File: config.mk
export PLATFORM = sky130hd
export DESIGN_NAME = n_queens_solution_enumerator_core
export DESIGN_NICKNAME = d
export VERILOG_FILES = /design/src/design/nqs_pkg.sv /design/src/design/nqs_ucode_rom.sv /design/src/design/nqs_sequencer.sv /design/src/design/nqs_datapath.sv /design/src/design/n_queens_solution_enumerator_core.sv
export SDC_FILE = /design/constraint.sdc
export NUM_CORES = 1
export LEC_CHECK = 0
export BUFFER_PORTS_ARGS = -buffer_cell sky130_fd_sc_hd__buf_2
export CORE_ASPECT_RATIO = 1.75
export CORE_MARGIN = 10
export CORE_UTILIZATION = 55
export DETAILED_ROUTE_END_ITERATION = 8
export PLACE_DENSITY = 0.84
export RECOVER_POWER = 100
export SYNTH_ARGS = -nofsm -noshare
export SYNTH_HDL_FRONTEND = slang
export SYNTH_HIERARCHICAL = 1
export SYNTH_SLANG_ARGS = --single-unit
File: constraint.sdc
create_clock -name clk -period 5.3 [get_ports clk]
set_input_delay 0.53 -clock clk [delete_from_list [all_inputs] [get_ports clk]]
set_output_delay 0.53 -clock clk [all_outputs]
set_load 0.01 [all_outputs]
File: src/design/nqs_pkg.sv
`timescale 1ns / 1ps
// ----------------------------------------------------------------------------
// nqs_pkg
// Shared types and constants of the queen placement search: board limits,
// register indexes, microcode word layout, micro-operations, branch conditions,
// status flags and addresses.
package nqs_pkg;

  // board limits
  localparam int MAX_N       = 8;
  localparam int ROW_W       = 3;
  localparam int CNT_W       = 4;
  localparam int DIAG_W      = 2 * MAX_N - 1;
  localparam int DIAG_OFFSET = MAX_N - 1;
  localparam int COLS_W      = ROW_W * MAX_N;

  // row holds no queen
  localparam logic [CNT_W-1:0] NO_QUEEN = 4'd15;

  // configuration register indexes
  localparam logic REG_BOARD_SIZE  = 1'b0;
  localparam logic REG_QUEEN_COUNT = 1'b1;

  // datapath micro-operations
  typedef enum logic [3:0] {
    OP_NOP,
    OP_ACCEPT,
    OP_CLEAR,
    OP_ZERO_COL,
    OP_SCAN,
    OP_POP,
    OP_UNPLACE,
    OP_EXHAUST,
    OP_EMIT_DONE,
    OP_EMIT_SOL
  } op_t;

  // branch conditions
  typedef enum logic [3:0] {
    C_ALWAYS,
    C_NO_REQ,
    C_FRESH,
    C_EXHAUSTED,
    C_COMPLETE,
    C_ROW_OUT,
    C_TRY_OUT,
    C_SCAN_MORE,
    C_ROW_ZERO,
    C_EMPTY_ROW,
    C_OUT_BUSY
  } cond_t;

  typedef logic [3:0] upc_t;

  // microcode word: operation, branch condition, taken target, fall target
  typedef struct packed {
    op_t   op;
    cond_t cond;
    upc_t  jmp;
    upc_t  nxt;
  } ucode_t;

  // status flags from datapath to sequencer
  typedef struct packed {
    logic req_seen;
    logic fresh;
    logic exhausted;
    logic complete;
    logic row_out;
    logic try_out;
    logic scan_more;
    logic row_zero;
    logic empty_row;
    logic out_busy;
  } flags_t;

  // microprogram addresses
  localparam upc_t UA_WAIT    = 4'd0;
  localparam upc_t UA_DISP    = 4'd1;
  localparam upc_t UA_DISP2   = 4'd2;
  localparam upc_t UA_CLEAR   = 4'd3;
  localparam upc_t UA_ENTER   = 4'd4;
  localparam upc_t UA_ENTER2  = 4'd5;
  localparam upc_t UA_SETUP   = 4'd6;
  localparam upc_t UA_TRY     = 4'd7;
  localparam upc_t UA_SCAN    = 4'd8;
  localparam upc_t UA_BACK    = 4'd9;
  localparam upc_t UA_POP     = 4'd10;
  localparam upc_t UA_CHECK   = 4'd11;
  localparam upc_t UA_UNPLACE = 4'd12;
  localparam upc_t UA_EXHAUST = 4'd13;
  localparam upc_t UA_DONE    = 4'd14;
  localparam upc_t UA_SOL     = 4'd15;

endpackage

File: src/design/nqs_ucode_rom.sv
`timescale 1ns / 1ps
// ----------------------------------------------------------------------------
// nqs_ucode_rom
// Read-only microprogram of the backtracking search, one control word per
// step address.
// ----------------------------------------------------------------------------
module nqs_ucode_rom (
  input  nqs_pkg::upc_t   pc,
  output nqs_pkg::ucode_t word
);

  // program table
  always_comb begin
    unique case (pc)
      // wait for a request, latch restart
      nqs_pkg::UA_WAIT:    word = '{nqs_pkg::OP_ACCEPT, nqs_pkg::C_NO_REQ,
                                    nqs_pkg::UA_WAIT, nqs_pkg::UA_DISP};
      // fresh search or resume
      nqs_pkg::UA_DISP:    word = '{nqs_pkg::OP_NOP, nqs_pkg::C_FRESH,
                                    nqs_pkg::UA_CLEAR, nqs_pkg::UA_DISP2};
      nqs_pkg::UA_DISP2:   word = '{nqs_pkg::OP_NOP, nqs_pkg::C_EXHAUSTED,
                                    nqs_pkg::UA_DONE, nqs_pkg::UA_BACK};
      nqs_pkg::UA_CLEAR:   word = '{nqs_pkg::OP_CLEAR, nqs_pkg::C_ALWAYS,
                                    nqs_pkg::UA_ENTER, nqs_pkg::UA_ENTER};
      // enter a row
      nqs_pkg::UA_ENTER:   word = '{nqs_pkg::OP_NOP, nqs_pkg::C_COMPLETE,
                                    nqs_pkg::UA_SOL, nqs_pkg::UA_ENTER2};
      nqs_pkg::UA_ENTER2:  word = '{nqs_pkg::OP_NOP, nqs_pkg::C_ROW_OUT,
                                    nqs_pkg::UA_BACK, nqs_pkg::UA_SETUP};
      nqs_pkg::UA_SETUP:   word = '{nqs_pkg::OP_ZERO_COL, nqs_pkg::C_ALWAYS,
                                    nqs_pkg::UA_TRY, nqs_pkg::UA_TRY};
      // try columns from the current one
      nqs_pkg::UA_TRY:     word = '{nqs_pkg::OP_NOP, nqs_pkg::C_TRY_OUT,
                                    nqs_pkg::UA_BACK, nqs_pkg::UA_SCAN};
      nqs_pkg::UA_SCAN:    word = '{nqs_pkg::OP_SCAN, nqs_pkg::C_SCAN_MORE,
                                    nqs_pkg::UA_SCAN, nqs_pkg::UA_ENTER};
      // backtrack one row
      nqs_pkg::UA_BACK:    word = '{nqs_pkg::OP_NOP, nqs_pkg::C_ROW_ZERO,
                                    nqs_pkg::UA_EXHAUST, nqs_pkg::UA_POP};
      nqs_pkg::UA_POP:     word = '{nqs_pkg::OP_POP, nqs_pkg::C_ALWAYS,
                                    nqs_pkg::UA_CHECK, nqs_pkg::UA_CHECK};
      nqs_pkg::UA_CHECK:   word = '{nqs_pkg::OP_NOP, nqs_pkg::C_EMPTY_ROW,
                                    nqs_pkg::UA_BACK, nqs_pkg::UA_UNPLACE};
      nqs_pkg::UA_UNPLACE: word = '{nqs_pkg::OP_UNPLACE, nqs_pkg::C_ALWAYS,
                                    nqs_pkg::UA_TRY, nqs_pkg::UA_TRY};
      // answers
      nqs_pkg::UA_EXHAUST: word = '{nqs_pkg::OP_EXHAUST, nqs_pkg::C_ALWAYS,
                                    nqs_pkg::UA_DONE, nqs_pkg::UA_DONE};
      nqs_pkg::UA_DONE:    word = '{nqs_pkg::OP_EMIT_DONE, nqs_pkg::C_OUT_BUSY,
                                    nqs_pkg::UA_DONE, nqs_pkg::UA_WAIT};
      nqs_pkg::UA_SOL:     word = '{nqs_pkg::OP_EMIT_SOL, nqs_pkg::C_OUT_BUSY,
                                    nqs_pkg::UA_SOL, nqs_pkg::UA_WAIT};
    endcase
  end

endmodule

File: src/design/nqs_sequencer.sv
`timescale 1ns / 1ps
// ----------------------------------------------------------------------------
// nqs_sequencer
// Step counter over the microprogram with a conditional two-way branch per
// control word.
// ----------------------------------------------------------------------------
module nqs_sequencer (
  input  logic            clk,
  input  logic            rst,
  input  nqs_pkg::flags_t flags,
  output nqs_pkg::ucode_t word
);

  nqs_pkg::upc_t pc;
  nqs_pkg::upc_t pc_next;
  logic          taken;

  nqs_ucode_rom u_rom (
    .pc   (pc),
    .word (word)
  );

  // branch condition select
  always_comb begin
    unique case (word.cond)
      nqs_pkg::C_ALWAYS:    taken = 1'b1;
      nqs_pkg::C_NO_REQ:    taken = !flags.req_seen;
      nqs_pkg::C_FRESH:     taken = flags.fresh;
      nqs_pkg::C_EXHAUSTED: taken = flags.exhausted;
      nqs_pkg::C_COMPLETE:  taken = flags.complete;
      nqs_pkg::C_ROW_OUT:   taken = flags.row_out;
      nqs_pkg::C_TRY_OUT:   taken = flags.try_out;
      nqs_pkg::C_SCAN_MORE: taken = flags.scan_more;
      nqs_pkg::C_ROW_ZERO:  taken = flags.row_zero;
      nqs_pkg::C_EMPTY_ROW: taken = flags.empty_row;
      nqs_pkg::C_OUT_BUSY:  taken = flags.out_busy;
      default:              taken = 1'b1;
    endcase
    pc_next = taken ? word.jmp : word.nxt;
  end

  // step counter
  always_ff @(posedge clk) begin
    if (rst) begin
      pc <= nqs_pkg::UA_WAIT;
    end else begin
      pc <= pc_next;
    end
  end

endmodule

File: src/design/nqs_datapath.sv
`timescale 1ns / 1ps
// ----------------------------------------------------------------------------
// nqs_datapath
// Search state (row choices, attack masks, row and queen counters), the
// column under test and the result register, driven by one micro-operation
// per cycle.
// ----------------------------------------------------------------------------
module nqs_datapath (
  input  logic                                  clk,
  input  logic                                  rst,
  input  nqs_pkg::op_t                          op,
  input  logic                                  req_valid,
  input  logic                                  restart,
  input  logic [nqs_pkg::CNT_W-1:0]             board_size,
  input  logic [nqs_pkg::CNT_W-1:0]             queen_count,
  input  logic                                  rsp_ready,
  output nqs_pkg::flags_t                       flags,
  output logic                                  rsp_valid,
  output logic [nqs_pkg::COLS_W-1:0]            row_columns,
  output logic [nqs_pkg::MAX_N-1:0]             row_occupied,
  output logic                                  solution_found,
  output logic                                  search_done
);

  // search state
  logic [nqs_pkg::CNT_W-1:0]  row_choice [nqs_pkg::MAX_N];
  logic [nqs_pkg::CNT_W-1:0]  cur_row;
  logic [nqs_pkg::CNT_W-1:0]  queens_placed;
  logic [nqs_pkg::MAX_N-1:0]  col_mask;
  logic [nqs_pkg::DIAG_W-1:0] fall_mask;
  logic [nqs_pkg::DIAG_W-1:0] rise_mask;
  logic                       exhausted;
  logic                       pending;
  logic                       restart_l;
  logic [nqs_pkg::CNT_W-1:0]  col;

  // combinational helpers
  logic [nqs_pkg::CNT_W-1:0]  n;
  logic [nqs_pkg::ROW_W-1:0]  r;
  logic [nqs_pkg::CNT_W-1:0]  cur_ch;
  logic [nqs_pkg::ROW_W-1:0]  tcol;
  logic [nqs_pkg::CNT_W-1:0]  fall_idx;
  logic [nqs_pkg::CNT_W-1:0]  rise_idx;
  logic [nqs_pkg::MAX_N-1:0]  col_bit;
  logic [nqs_pkg::DIAG_W-1:0] fall_bit;
  logic [nqs_pkg::DIAG_W-1:0] rise_bit;
  logic                       cell_safe;
  logic                       col_in;
  logic                       out_busy;
  logic                       emit;
  logic [nqs_pkg::COLS_W-1:0] sol_cols;
  logic [nqs_pkg::MAX_N-1:0]  sol_occ;

  // effective size, addressed row and toggle position
  always_comb begin
    n = (board_size > nqs_pkg::CNT_W'(nqs_pkg::MAX_N)) ?
        nqs_pkg::CNT_W'(nqs_pkg::MAX_N) : board_size;
    r      = cur_row[nqs_pkg::ROW_W-1:0];
    cur_ch = row_choice[r];
    tcol   = (op == nqs_pkg::OP_UNPLACE) ? cur_ch[nqs_pkg::ROW_W-1:0]
                                         : col[nqs_pkg::ROW_W-1:0];
    fall_idx = {1'b0, r} + nqs_pkg::CNT_W'(nqs_pkg::DIAG_OFFSET) - {1'b0, tcol};
    rise_idx = {1'b0, r} + {1'b0, tcol};
    col_bit  = nqs_pkg::MAX_N'(1) << tcol;
    fall_bit = nqs_pkg::DIAG_W'(1) << fall_idx;
    rise_bit = nqs_pkg::DIAG_W'(1) << rise_idx;
    cell_safe = !col_mask[tcol] && ((fall_mask & fall_bit) == '0) &&
                ((rise_mask & rise_bit) == '0);
    col_in   = col < n;
    out_busy = rsp_valid && !rsp_ready;
    emit     = ((op == nqs_pkg::OP_EMIT_DONE) || (op == nqs_pkg::OP_EMIT_SOL)) &&
               !out_busy;
  end

  // status flags
  always_comb begin
    flags.req_seen  = req_valid;
    flags.fresh     = restart_l || pending;
    flags.exhausted = exhausted;
    flags.complete  = queens_placed == queen_count;
    flags.row_out   = cur_row >= n;
    flags.try_out   = (cur_row >= n) || (col > n);
    flags.scan_more = col_in && !cell_safe;
    flags.row_zero  = cur_row == '0;
    flags.empty_row = cur_ch == nqs_pkg::NO_QUEEN;
    flags.out_busy  = out_busy;
  end

  // placement gather over all rows
  always_comb begin
    sol_cols = '0;
    sol_occ  = '0;
    for (int i = 0; i < nqs_pkg::MAX_N; i++) begin
      if (row_choice[i] != nqs_pkg::NO_QUEEN) begin
        sol_cols[i*nqs_pkg::ROW_W +: nqs_pkg::ROW_W] = row_choice[i][nqs_pkg::ROW_W-1:0];
        sol_occ[i] = 1'b1;
      end
    end
  end

  // board state and result handshake
  always_ff @(posedge clk) begin
    if (rst) begin
      for (int i = 0; i < nqs_pkg::MAX_N; i++) begin
        row_choice[i] <= nqs_pkg::NO_QUEEN;
      end
      cur_row       <= '0;
      queens_placed <= '0;
      col_mask      <= '0;
      fall_mask     <= '0;
      rise_mask     <= '0;
      exhausted     <= 1'b0;
      pending       <= 1'b1;
      rsp_valid     <= 1'b0;
    end else begin
      // load a new word or drop the accepted one
      if (emit) begin
        rsp_valid <= 1'b1;
      end else if (rsp_valid && rsp_ready) begin
        rsp_valid <= 1'b0;
      end
      unique case (op)
        nqs_pkg::OP_CLEAR: begin
          for (int i = 0; i < nqs_pkg::MAX_N; i++) begin
            row_choice[i] <= nqs_pkg::NO_QUEEN;
          end
          cur_row       <= '0;
          queens_placed <= '0;
          col_mask      <= '0;
          fall_mask     <= '0;
          rise_mask     <= '0;
          exhausted     <= 1'b0;
          pending       <= 1'b0;
        end
        nqs_pkg::OP_SCAN: begin
          if (!flags.scan_more) begin
            if (col_in) begin
              col_mask      <= col_mask ^ col_bit;
              fall_mask     <= fall_mask ^ fall_bit;
              rise_mask     <= rise_mask ^ rise_bit;
              row_choice[r] <= col;
              queens_placed <= queens_placed + 1'b1;
            end else begin
              row_choice[r] <= nqs_pkg::NO_QUEEN;
            end
            cur_row <= cur_row + 1'b1;
          end
        end
        nqs_pkg::OP_POP: begin
          cur_row <= cur_row - 1'b1;
        end
        nqs_pkg::OP_UNPLACE: begin
          col_mask      <= col_mask ^ col_bit;
          fall_mask     <= fall_mask ^ fall_bit;
          rise_mask     <= rise_mask ^ rise_bit;
          row_choice[r] <= nqs_pkg::NO_QUEEN;
          if (queens_placed != '0) begin
            queens_placed <= queens_placed - 1'b1;
          end
        end
        nqs_pkg::OP_EXHAUST: begin
          exhausted <= 1'b1;
        end
        default: begin
        end
      endcase
    end
  end

  // column under test and latched request
  always_ff @(posedge clk) begin
    unique case (op)
      nqs_pkg::OP_ACCEPT: begin
        if (req_valid) begin
          restart_l <= restart;
        end
      end
      nqs_pkg::OP_ZERO_COL: begin
        col <= '0;
      end
      nqs_pkg::OP_SCAN: begin
        if (flags.scan_more) begin
          col <= col + 1'b1;
        end
      end
      nqs_pkg::OP_UNPLACE: begin
        col <= {1'b0, cur_ch[nqs_pkg::ROW_W-1:0]} + 1'b1;
      end
      default: begin
      end
    endcase
  end

  // result payload
  always_ff @(posedge clk) begin
    if (!out_busy) begin
      if (op == nqs_pkg::OP_EMIT_DONE) begin
        row_columns    <= '0;
        row_occupied   <= '0;
        solution_found <= 1'b0;
        search_done    <= 1'b1;
      end else if (op == nqs_pkg::OP_EMIT_SOL) begin
        row_columns    <= sol_cols;
        row_occupied   <= sol_occ;
        solution_found <= 1'b1;
        search_done    <= 1'b0;
      end
    end
  end

endmodule

File: src/design/n_queens_solution_enumerator_core.sv
`timescale 1ns / 1ps
// ----------------------------------------------------------------------------
// n_queens_solution_enumerator_core
// Backtracking queen placement search under microcode control.
// ----------------------------------------------------------------------------
// Usage:
//   cfg_wr_en/cfg_index/cfg_wdata write board_size (index 0) and queen_count
//   (index 1); both reset to 4. Write them only while no request is open.
//   The req channel carries one word, restart. restart=1 (or the first
//   request after reset) clears the board and searches from the start;
//   restart=0 resumes after the last reported placement.
//   The rsp channel returns one word per request: a placement
//   (solution_found=1) or done (search_done=1, all other fields zero).
//   Latency is data dependent: it grows with every row entered, every column
//   tested and every row backed out. One request is in work at a time; the
//   microcode loop runs one step per cycle while the output does not stall.
//   A finished answer sits in the output register while a new request is
//   taken; if the receiver still stalls when the next answer is ready, the
//   sequencer holds on that step until the register frees.
//   Reset (synchronous) empties the board and restores the register values.
// ----------------------------------------------------------------------------
module n_queens_solution_enumerator_core (
  input  logic                           clk,
  input  logic                           rst,
  input  logic                           cfg_wr_en,
  input  logic                           cfg_index,
  input  logic [nqs_pkg::CNT_W-1:0]      cfg_wdata,
  input  logic                           req_valid,
  output logic                           req_ready,
  input  logic                           restart,
  output logic                           rsp_valid,
  input  logic                           rsp_ready,
  output logic [nqs_pkg::COLS_W-1:0]     row_columns,
  output logic [nqs_pkg::MAX_N-1:0]      row_occupied,
  output logic                           solution_found,
  output logic                           search_done
);

  logic [nqs_pkg::CNT_W-1:0] board_size;
  logic [nqs_pkg::CNT_W-1:0] queen_count;
  nqs_pkg::ucode_t           word;
  nqs_pkg::flags_t           flags;

  // configuration registers
  always_ff @(posedge clk) begin
    if (rst) begin
      board_size  <= 4'd4;
      queen_count <= 4'd4;
    end else if (cfg_wr_en) begin
      if (cfg_index == nqs_pkg::REG_BOARD_SIZE) begin
        board_size <= cfg_wdata;
      end else begin
        queen_count <= cfg_wdata;
      end
    end
  end

  // request taken only on the wait step
  assign req_ready = (word.op == nqs_pkg::OP_ACCEPT);

  nqs_sequencer u_seq (
    .clk   (clk),
    .rst   (rst),
    .flags (flags),
    .word  (word)
  );

  nqs_datapath u_dp (
    .clk            (clk),
    .rst            (rst),
    .op             (word.op),
    .req_valid      (req_valid),
    .restart        (restart),
    .board_size     (board_size),
    .queen_count    (queen_count),
    .rsp_ready      (rsp_ready),
    .flags          (flags),
    .rsp_valid      (rsp_valid),
    .row_columns    (row_columns),
    .row_occupied   (row_occupied),
    .solution_found (solution_found),
    .search_done    (search_done)
  );

endmodule

# == Word level (Yosys, flattened, before mapping) ==
# Memory sizes are Yosys's and may differ from the RTL's. A register that Yosys moved wholly into a read port is not among the register bits.
# Index checks and enable logic that the tools add are counted.
# op_classes
n_bitwise,17
reduce_logical,33
eq_ne,33
addsub,9
n_shift,3
n_lt_le_gt_ge,5
n_mux,80
# ops
op,n
case mux 15 bit (3 select lines),2
two-way mux 4 bit,19
two-way mux 15 bit,4
two-way mux 3 bit,12
case mux 4 bit (3 select lines),3
== test 4 x 3 -> 1 bit (second input constant),8
two-way mux 1 bit,32
inequality test 4 bit (second input constant),8
AND 15 bit,2
zero test 15 bit,2
<< shifter 1 x 4 -> 15 bit (first input constant),2
bitwise XOR 15 bit,2
== test 4 bit (second input constant),6
two-way mux 24 bit,1
two-way mux 8 bit,3
case mux 8 bit (3 select lines),1
== test 4 x 2 -> 1 bit (second input constant),4
adder 4 x 1 -> 4 bit (second input constant),3
AND reduction 2 bit,6
bitwise OR 1 bit,10
case mux 1 bit (10 select lines),1
nonzero test 3 bit,3
== test 4 x 1 -> 1 bit (second input constant),2
<< shifter 1 x 3 -> 8 bit (first input constant),1
26 further kinds,43
# word_totals
mem_bits_ro,256
mem_count,2
wordCells,198
regBits,96
mem_bits_rw,32
# memory_table
name,depth,word_bits,read_ports,rd_clocked_by_memory_dff,wr,line,rtl
(name not given),16,16,1,1,0,nqs_ucode_rom.sv:14,unique case (pc)
u_dp.row_choice,8,4,9,1,8,nqs_datapath.sv:26,logic [nqs_pkg::CNT_W-1:0] row_choice [nqs_pkg::MAX_N];

# == Longest topological paths before layout ==
# logic_depth
depth_word,18
ltp_mapped,28

# == By module ==
# The synthesis kept the hierarchy.
# by_module_without_submodules
mod,area_each_um2,n_inst,cells_each
nqs_datapath,6566.3,1,600
nqs_ucode_rom,450.4,1,64
n_queens_solution_enumerator_core,356.6,1,34
nqs_sequencer,342.8,1,34

# == Worst setup path before layout ==
# OpenSTA, ideal clock, no wires.
# synth_path
path_kind,reg-to-reg
start,"register, netlist name u_seq/pc[1]"
end,"register, netlist name u_seq/pc[0]"
stages_incl_launch_ff,23
arrival_time_ns,5.461
synth_period_minus_slack_ns,5.533
setup_time_ns,0.072
path_slack_ns,-0.233
path_cell_list,dfxtp_1 ha_1 nand2_1 a31oi_1 nand4bb_1 clkbuf_1 a21boi_0 inv_1 fa_1 nand2b_1 nor2_1 ha_1 nor4_1 nand4_1 nor2_1 o211a_1 buf_6 nor2_1 mux2_4 a22oi_2 nor3_2 nor4_4 mux2i_1

==> summary.md <==
| Metric | Value |
|---|---|
| Die height | 176.7 µm |
| Clk pin slew, worst setup/hold paths | 60 ps |
| Failing checks | max-capacitance violations, max-slew violations |
| Top FF cell, synth | edfxtp_1 |
| CP max stage delay | 340 ps |
| Antenna viol nets, final | 0 |
| DP Cell Count | 951 |
| Floorplan core area | 13840 µm² |
| CP Capture Type | flop |
| Sw Pwr | 0.001297 W |
| Final Max Tran Viols | 42 |
| Netlist cell types | 80 |
| Synth Net Count | 809 |
| Outcome | complete, but fails checks |
| Gr ovfl total | 0 |
| Max_cap viols | 1 |
| Crit Path Max Fanout | 6 |
| Launching point of the worst reg2reg path | u_seq/pc[0] |
| Vias in the first global route | 5918 |
| CTS tree | done |
| CP max stage cell | dfxtp_1 |
| Clock buffer count from CTS | 17 |
| Worst-Margin Slew | 1618 ps |
| Crit Path Class | reg -> reg |
| Cell Area, Synth | 7716 µm² |
| DRC Markers | 0 |
| R2r setup slk | 170 ps |
| Post-Route Utilization | 64.33% |
| Reg2reg end | u_seq/pc[1] |
| # H-tree levels | 4 |
| Initial Util | 55.77% |
| Die W | 109.5 µm |
| Commonest non-fill, non-tap cells in the layout | nand2_1 (72), edfxtp_1 (71), dfxtp_1 (63), ha_1 (60), nor2_1 (52) |
| Post-synthesis area per instance | 10.54 µm² |
| Part of the power in combinational logic | 32.4% |
| Hold path startpoint | restart |
| Sink Count | 135 |
| Diodes inserted | 0 |
| Largest net degree at the start of global routing | 42 |
| Static leakage | 3.463 nW |
| Reg area | 3417 µm² |
| P_int | 0.002266 W |
| GRT Util Overall | 18.26% |
| Synthesized instance count | 732 |
| Nets | 873 |
| Yosys reg bits | 135 |
| Final cycle utilization of the critical path | 96.75% |
| Area Growth Syn to Fin | 15.36% |
| Startpoint Class | flop |
| Worst-skew pair later-pin latency | 430 ps |
| Worst VDD drop | 0.0003281 V |
| Clk root buf | clkbuf_16 |
| Sw Share | 36.40% |
| Skew final | 9.030 ps |
| Multi-input gate area | 4138 µm² |
| Post-Route WL | 17560 µm |
| CP dominant cell by count | buf_4 |
| I/O pins | 47 |
| Iter 0 DRT Violations | 558 |
| Fillers | 1058 |
| PwrDens | 400.2 nW/µm² |
| Clock network power share | 33.0% |
| DP Wirelength | 12840 µm |
| Crit path required time | 5650 ps |
| Non-filler instance count after layout | 986 |
| Hold EP | u_dp/restart_l |
| Commonest non-fill, non-tap cell in the layout | nand2_1 |
| Post-layout min period | 5128 ps |
| Core Rows | 57 |
| First-pass GRT wire length | 28130 µm |
| Seq pwr share | 34.5% |
| Sequential-to-total area share from yosys stat | 44.24% |
| Wirelength per Cell | 17.81 µm |
| Die area | 19350 µm² |
| Vias/cell | 6.027 |
| Max-slew headroom | -7.863% |
| YS warnings | 6 |
| Count of cells along the worst hold path | 1 |
| Hold Violations, Final | 0 |
| Port bufs | 46 |
| Vias | 5943 |
| Critical Path AT | 5480 ps |
| Router iterations before antenna repair | 5 |
| Fmax | 195.0 MHz |
| # hold bufs at CTS | 0 |
| Worst min path class | in -> reg |
| Synth async-reset ratio | 0% |
| Fraction of layout instances using a drive strength above 1 | 16.81% |
| FF-to-FF path depth | 28 |
| GPL Wtd Cong | 0.9285 |
| Clock buffer depth | 2 |
| Number of synthesized flops with an enable pin | 71 |
| Final Setup Violations | 0 |
| Initial antenna violation count | 0 |
synth_stat cells, types with 9 or more instances:
library cell / number / share of area [%]
nor2_1: 54 / 2.6
o21ai_0: 11 / 0.71
edfxtp_1: 71 / 28
nor3_1: 17 / 1.1
and2_1: 29 / 2.4
a22o_1: 32 / 3.6
a21o_1: 9 / 0.88
a31oi_1: 9 / 0.73
ha_1: 62 / 10
nand2b_1: 33 / 2.7
nor2b_1: 13 / 1.1
clkbuf_1: 10 / 0.49
buf_2: 9 / 0.58
mux2i_1: 32 / 4.2
inv_1: 17 / 0.83
nor4_1: 10 / 0.81
nand2_1: 74 / 3.6
dfxtp_1: 64 / 17
a21oi_1: 30 / 1.9
final cells by class:
type                    count  area share [%]
inverters                  19          0.8012
repair buffers             77           4.878
multi-input cells         546           46.49
clock inverters            15           2.179
clock buffers              17           4.779
well taps                 177           2.488
flip-flops and latches    135           38.39
power groups by stage:
stage / Combinational, W / Sequential (W) / Clock [W]
2_1_floorplan: 0.000838 / 0.00122 / 0
3_3_place_gp: 0.00106 / 0.00124 / 0
3_5_place_dp: 0.00109 / 0.00124 / 0
4_1_cts: 0.00111 / 0.00122 / 0.00120
5_1_grt: 0.00126 / 0.00123 / 0.00124
6_report: 0.00115 / 0.00123 / 0.00118
cells by family after synthesis:
kind of cell / count (synthesis) / synth area share (%)
adders and majority gates: 66 / 11.09
and+or+nand+nor: 283 / 19.78
DFF: 135 / 44.24
muxes: 43 / 6.486
AOI/OAI and AO/OA: 141 / 13.56
xor gates and xnor gates: 13 / 1.476
buffers and inverters: 51 / 3.373
how the worst max path moves through the flow:
stage                      from           to
finish              u_seq/pc[0]  u_seq/pc[1]
global route        u_seq/pc[0]  u_seq/pc[0]
CTS                 u_seq/pc[1]  u_seq/pc[3]
detailed placement  u_seq/pc[1]  u_seq/pc[3]
global placement    u_seq/pc[0]  u_seq/pc[1]
floorplan           u_seq/pc[1]  u_seq/pc[0]
layer usage:
metal	up-vias	share of wire, %	track usage [%]
li1	2806	-	-
met1	2842	35	17.82
met2	227	55	34.08
met3	68	5.2	3.538
met4	0	4.5	10.40
met5	-	0	0
timing repair:
action	4_1_cts	5_1_grt
pin swaps	1	7
endpoints found under the setup margin	4	95
gates resized for setup	0	22
cloned	0	0
buffers inserted	0	3
stage by stage:
step	hold slack (ps)	TNS [ps]	total power (W)	instance area, µm²	setup slack (ps)
2_1_floorplan	434.5	0	0.002060	7726	38.53
3_3_place_gp	444.9	0	0.002305	8214	57.15
3_5_place_dp	451.3	-77.60	0.002335	8214	-21.35
4_1_cts	265.1	0	0.003527	8833	72.65
5_1_grt	283.6	-116.9	0.003740	8901	-37.96
6_report	278.3	0	0.003563	8901	172.3
worst max-delay path, delay by kind of cell (launching register included):
family	cells	cell delay (ps)
flip-flops	1	340
AO/OA/AOI/OAI	6	1010
multiplexers	2	450
AND/OR/NAND/NOR	12	1850
adder cells (fa/ha/maj)	3	750
buffers and inverters	5	640
flip-flops by register name (all words and copies together) (netlist names), 4 cells and up, named ones only:
register            cells
u_dp/rise_mask         15
u_dp/queens_placed      4
u_dp/cur_row            4
u_dp/col                4
u_dp/row_choice        32
queen_count             4
u_dp/col_mask           8
u_dp/row_occupied       8
u_dp/row_columns       24
u_dp/fall_mask         15
board_size              4
u_seq/pc                4
(Power assumes the default switching activity.)
